**src/rtl/core/vsab3_pkg.sv**
```systemverilog
// Shared types and constants of the variable-step AB3 weight generator.
package vsab3_pkg;

   localparam int PORT_TIME_BITS = 40;
   localparam int TIME_EXT_BITS = 48;
   localparam int STEP_BITS = 32;
   localparam int WEIGHT_BITS = 32;
   localparam int STATUS_BITS = 2;

   // Multiplier digit width and quotient bits produced by the divider chain.
   localparam int CHUNK_BITS = 8;
   localparam int QUOT_BITS = 33;
   localparam int DIV_LATENCY = QUOT_BITS + 2;

   localparam logic [STATUS_BITS-1:0] STATUS_OK = 2'd0;
   localparam logic [STATUS_BITS-1:0] STATUS_ZERO_DIV = 2'd1;
   localparam logic [STATUS_BITS-1:0] STATUS_SATURATED = 2'd2;

   localparam logic signed [WEIGHT_BITS-1:0] WEIGHT_MAX = {1'b0, {(WEIGHT_BITS-1){1'b1}}};
   localparam logic signed [WEIGHT_BITS-1:0] WEIGHT_MIN = {1'b1, {(WEIGHT_BITS-1){1'b0}}};

   typedef struct packed {
      logic neg;
      logic sat;
   } vsab3_flags_type;

endpackage

```
**src/rtl/core/vsab3_mul.sv**
```systemverilog
// Pipelined signed multiplier: a row of cells, each adding one digit of the multiplier.
module vsab3_mul import vsab3_pkg::*; #(
   parameter int A_W = 16,
   parameter int B_W = 16
) (
   input  logic                        clock,
   input  logic                        en,
   input  logic signed [A_W-1:0]       mul_a,
   input  logic signed [B_W-1:0]       mul_b,
   output logic signed [A_W+B_W-1:0]   product_ff
);
   localparam int PW = A_W + B_W;
   localparam int NCH = (B_W + CHUNK_BITS - 1) / CHUNK_BITS;
   localparam int BP = NCH * CHUNK_BITS;

   logic [A_W-1:0] a_abs;
   logic [B_W-1:0] b_abs;
   logic [A_W-1:0] ma_ff [NCH];
   logic [BP-1:0]  mb_ff [NCH];
   logic [PW-1:0]  acc_ff [NCH+1];
   logic           sg_ff [NCH+1];

   assign a_abs = mul_a[A_W-1] ? -mul_a : mul_a;
   assign b_abs = mul_b[B_W-1] ? -mul_b : mul_b;

   always_ff @(posedge clock) begin
      if (en) begin
         ma_ff[0] <= a_abs;
         mb_ff[0] <= BP'(b_abs);
         acc_ff[0] <= '0;
         sg_ff[0] <= mul_a[A_W-1] ^ mul_b[B_W-1];
      end
   end

   for (genvar k = 0; k < NCH; k++) begin : g_cell
      logic [A_W+CHUNK_BITS-1:0] pp;
      assign pp = ma_ff[k] * mb_ff[k][CHUNK_BITS-1:0];

      always_ff @(posedge clock) begin
         if (en) begin
            acc_ff[k+1] <= acc_ff[k] + (PW'(pp) << (k * CHUNK_BITS));
            sg_ff[k+1] <= sg_ff[k];
         end
      end

      if (k < NCH - 1) begin : g_pass
         always_ff @(posedge clock) begin
            if (en) begin
               ma_ff[k+1] <= ma_ff[k];
               mb_ff[k+1] <= mb_ff[k] >> CHUNK_BITS;
            end
         end
      end
   end

   always_ff @(posedge clock) begin
      if (en) begin
         product_ff <= sg_ff[NCH] ? -$signed(acc_ff[NCH]) : $signed(acc_ff[NCH]);
      end
   end

endmodule

```
**config.mk**
```make
export PLATFORM = sky130hd
export DESIGN_NAME = vsab3_mul
export DESIGN_NICKNAME = d
export VERILOG_FILES = /design/src/rtl/core/vsab3_pkg.sv /design/src/rtl/core/vsab3_mul.sv
export SDC_FILE = /design/constraint.sdc
export NUM_CORES = 1
export LEC_CHECK = 0
export ABC_AREA = 1
export BUFFER_PORTS_ARGS = -buffer_cell sky130_fd_sc_hd__buf_2
export CAP_MARGIN = 10
export CORE_ASPECT_RATIO = 2
export CORE_UTILIZATION = 42
export CTS_BUF_LIST = sky130_fd_sc_hd__clkbuf_2 sky130_fd_sc_hd__clkbuf_4 sky130_fd_sc_hd__clkbuf_8
export CTS_CLUSTER_DIAMETER = 60
export DETAILED_ROUTE_END_ITERATION = 10
export SYNTH_ARGS = -nofsm -noshare
export SYNTH_HDL_FRONTEND = slang
export SYNTH_SLANG_ARGS = --single-unit
```
**constraint.sdc**
```tcl
create_clock -name clock -period 13.9 [get_ports clock]
set_input_delay 2.78 -clock clock [delete_from_list [all_inputs] [get_ports clock]]
set_output_delay 2.78 -clock clock [all_outputs]
set_load 0.1 [all_outputs]
```
==> metrics.txt <==
Worst EP required=14.13 ns; count of different cell masters after synthesis=42; Post-Synth Adder-Cell Area=30.5%; R2R depth=26; Simple-Gate Fraction of Synth Area=18.0%; number of max-cap violations=0; CTS root buf=clkbuf_8; mux cell area share after synthesis=0%; WL final=34,900 um; Slew headroom=43.0%; fillers=3,684; top cell type's share of synthesized area=28.4%; TritonCTS clock tree=done; WHS Path Cells=0; critical path startpoint category=flop; failing checks=design-rule violations; Overflow after GRT=0; CTS buffer count=17; DR WL met2=19,900 um; H-tree depth=4; largest family of logic cells by synthesized area=adder cells; crit-path max FO=16; GR Util All Layers=19.0%; Reg2Reg Launch Point=mb_ff[0][22]$_DFFE_PP_; number of I/O pins=66; met3 wire len=950 um; Mapped Cells=1,876; Pre-Repair DR Iteration Count=10; slew of the pin with the lowest slew margin=0.855 ns; max-slew violations=0; vias in the first global route=12,200; hold violation count in the final report=0; Die Height=about 280 um; final setup vio count=0; IO buf count=65; n_diodes=0; Area growth, synth to finish=7.00%; footprint of the multi-input gates=0.00930 mm^2; critical path class=reg2reg; DPL Wire Length=29,500 um; DRT antenna net count=0; core area=0.0370 mm^2; post-cts hold buffer count=0; Avg Vias per Cell=4.88; cts repair resizes=0; CP max stage delay=slightly above 0.7 ns; max frequency=about 0.16 GHz; R2R Path End=acc_ff[0][95]$_DFFE_PP_; nature of the critical path endpoint=flop; hold path startpoint=acc_ff[0][32]$_DFFE_PP_; antenna violations before repair=0; first-pass GRT wire length=~57,000 um; DRC=2; largest net degree at the start of global routing=81; initial DRC count=516; reg2reg setup slack=approximately 7.8 ns; Num Clock Sinks=approximately 150; WL met1=11,900 um; Mapped Area=0.0158 mm^2; Yosys warning count=0; clk buf depth=2; post-layout minimum cycle time=6.14 ns; row cnt=100; status=finished with violations; max layer used=met4; Post-Synth XOR/XNOR Area=about 6.1%; largest area contributor in the netlist=edfxtp_1; Crit path buffers/inverters=5; GPL Wtd Cong=0.933; layout net count=approximately 2,200; Mapped Avg Cell Area=8.40 um^2; Crit path max-delay family=adder cells; flops & latches, synth=149; period utilization=about 44%; DR WL/cell=14.8 um; Critical Path AT=roughly 6.4 ns; worst skew pair latency=between 0.4 and 0.5 ns; RSZ-0062 raised after global routing=no; die width=between 100 and 150 um; proportion of layout cells with a drive suffix above 1=7.45%; skew final=0.0112 ns; DR vias=11,600; setup_tns=0 ns; Hold EP=acc_ff[0][64]$_DFFE_PP_; register area=around 0.0045 mm^2; ranking of synthesized cells by area=edfxtp_1, fa_1, nand2_1; post-synthesis sequential area ratio=28.4%; Post-CTS Setup Repair Bufs=0; most used cell, CP=nand2_1; Hold Crit Class=reg2reg; Syn Nets=2,193; Synth Area in Compound Gates=4.49%; Die Area=approximately 0.038 mm^2; Reg clk slew, reported paths=0.09 ns; Slowest-stage cell, CP=edfxtp_1; Initial Util=42.5%
==> synth_stat cells, drive strengths merged <==
library cell  count
o21a              1
a21boi            1
nand2           491
buf               1
xor2             78
a31oi             6
edfxtp          149
clkbuf           68
xnor2            31
nor3             17
or2               3
o21ai            44
nor2             97
o31ai             2
nand4            15
o21bai            3
nor4              5
o211ai            1
and2              1
a221oi            1
fa              169
inv             458
ha              114
a21oi            64
nand3            48
a31o              1
a21o              5
nand3b            2
==> per-layer routing <==
metal / GRT usage [%] / vias to the layer above
li1: - / 5682
met1: 17.0 / 5457
met2: 39.2 / 298
met3: 2.01 / 114
met4: 12.9 / 0
met5: 0 / -
==> cells by family after synthesis <==
group	count (synthesis)
adder cells (fa/ha/maj)	283
flip-flops	149
AND/OR/NAND/NOR	679
XOR/XNOR	109
buffers and inverters	527
AO/OA/AOI/OAI	129
==> registers in the layout (all words and copies together) (netlist names) <==
signal / cells
acc_ff: 58
ma_ff: 32
product_ff: 32
mb_ff: 24
sg_ff: 3
==> placed cells by master (no fill, tap or decap), drive strengths merged <==
cell	count
or2	3
a31oi	6
a21boi	1
nor2	97
o31ai	2
nand3	48
nand3b	2
fa	169
edfxtp	149
and2	1
nor3	17
buf	67
nand4	15
inv	467
clkinvlp	2
xor2	78
xnor2	31
a221oi	1
a21o	5
nor4	5
o21a	1
clkbuf	17
o211ai	1
clkinv	1
o21ai	44
ha	114
bufinv	3
a21oi	64
a31o	1
o21bai	3
nand2	491
==> metrics by stage <==
step | hold slack [ns] | util (%) | setup WS [ns] | instances | cell area (um^2)
after global placement | 0.403 | 44.3 | 7.85 | 2333 | 16400
final | 0.423 | 45.5 | 7.76 | 2365 | 16900
after floorplan | 0.400 | - | 8.29 | 1876 | 15800
after detailed placement | 0.405 | 44.3 | 7.76 | 2333 | 16400
after CTS | 0.426 | 45.5 | 7.74 | 2365 | 16900
after global routing | 0.429 | 45.5 | 7.33 | 2365 | 16900
==> how the worst max path moves through the flow <==
stage,startpoint,end,slack [ns],cells after the start
after floorplan,mb_ff[0][23]$_DFFE_PP_,acc_ff[0][95]$_DFFE_PP_,8.29,27
after global placement,mb_ff[0][23]$_DFFE_PP_,acc_ff[0][91]$_DFFE_PP_,7.85,22
after detailed placement,mb_ff[0][21]$_DFFE_PP_,acc_ff[0][95]$_DFFE_PP_,7.76,25
after CTS,mb_ff[0][21]$_DFFE_PP_,acc_ff[0][95]$_DFFE_PP_,7.74,25
after global routing,mb_ff[0][21]$_DFFE_PP_,acc_ff[0][93]$_DFFE_PP_,7.33,25
final,mb_ff[0][22]$_DFFE_PP_,acc_ff[0][95]$_DFFE_PP_,7.76,26
==> layout make-up <==
class                   count  area share (%)
inverters                 458            10.2
well taps                 459            3.41
flip-flops and latches    149            26.5
clock buffers              17            1.39
clock inverters            15            1.23
repair buffers             67            2.06
multi-input cells        1200            55.2
Power is not shown: default switching activity piles up to over one toggle a cycle in this logic, so the estimate is an artifact.
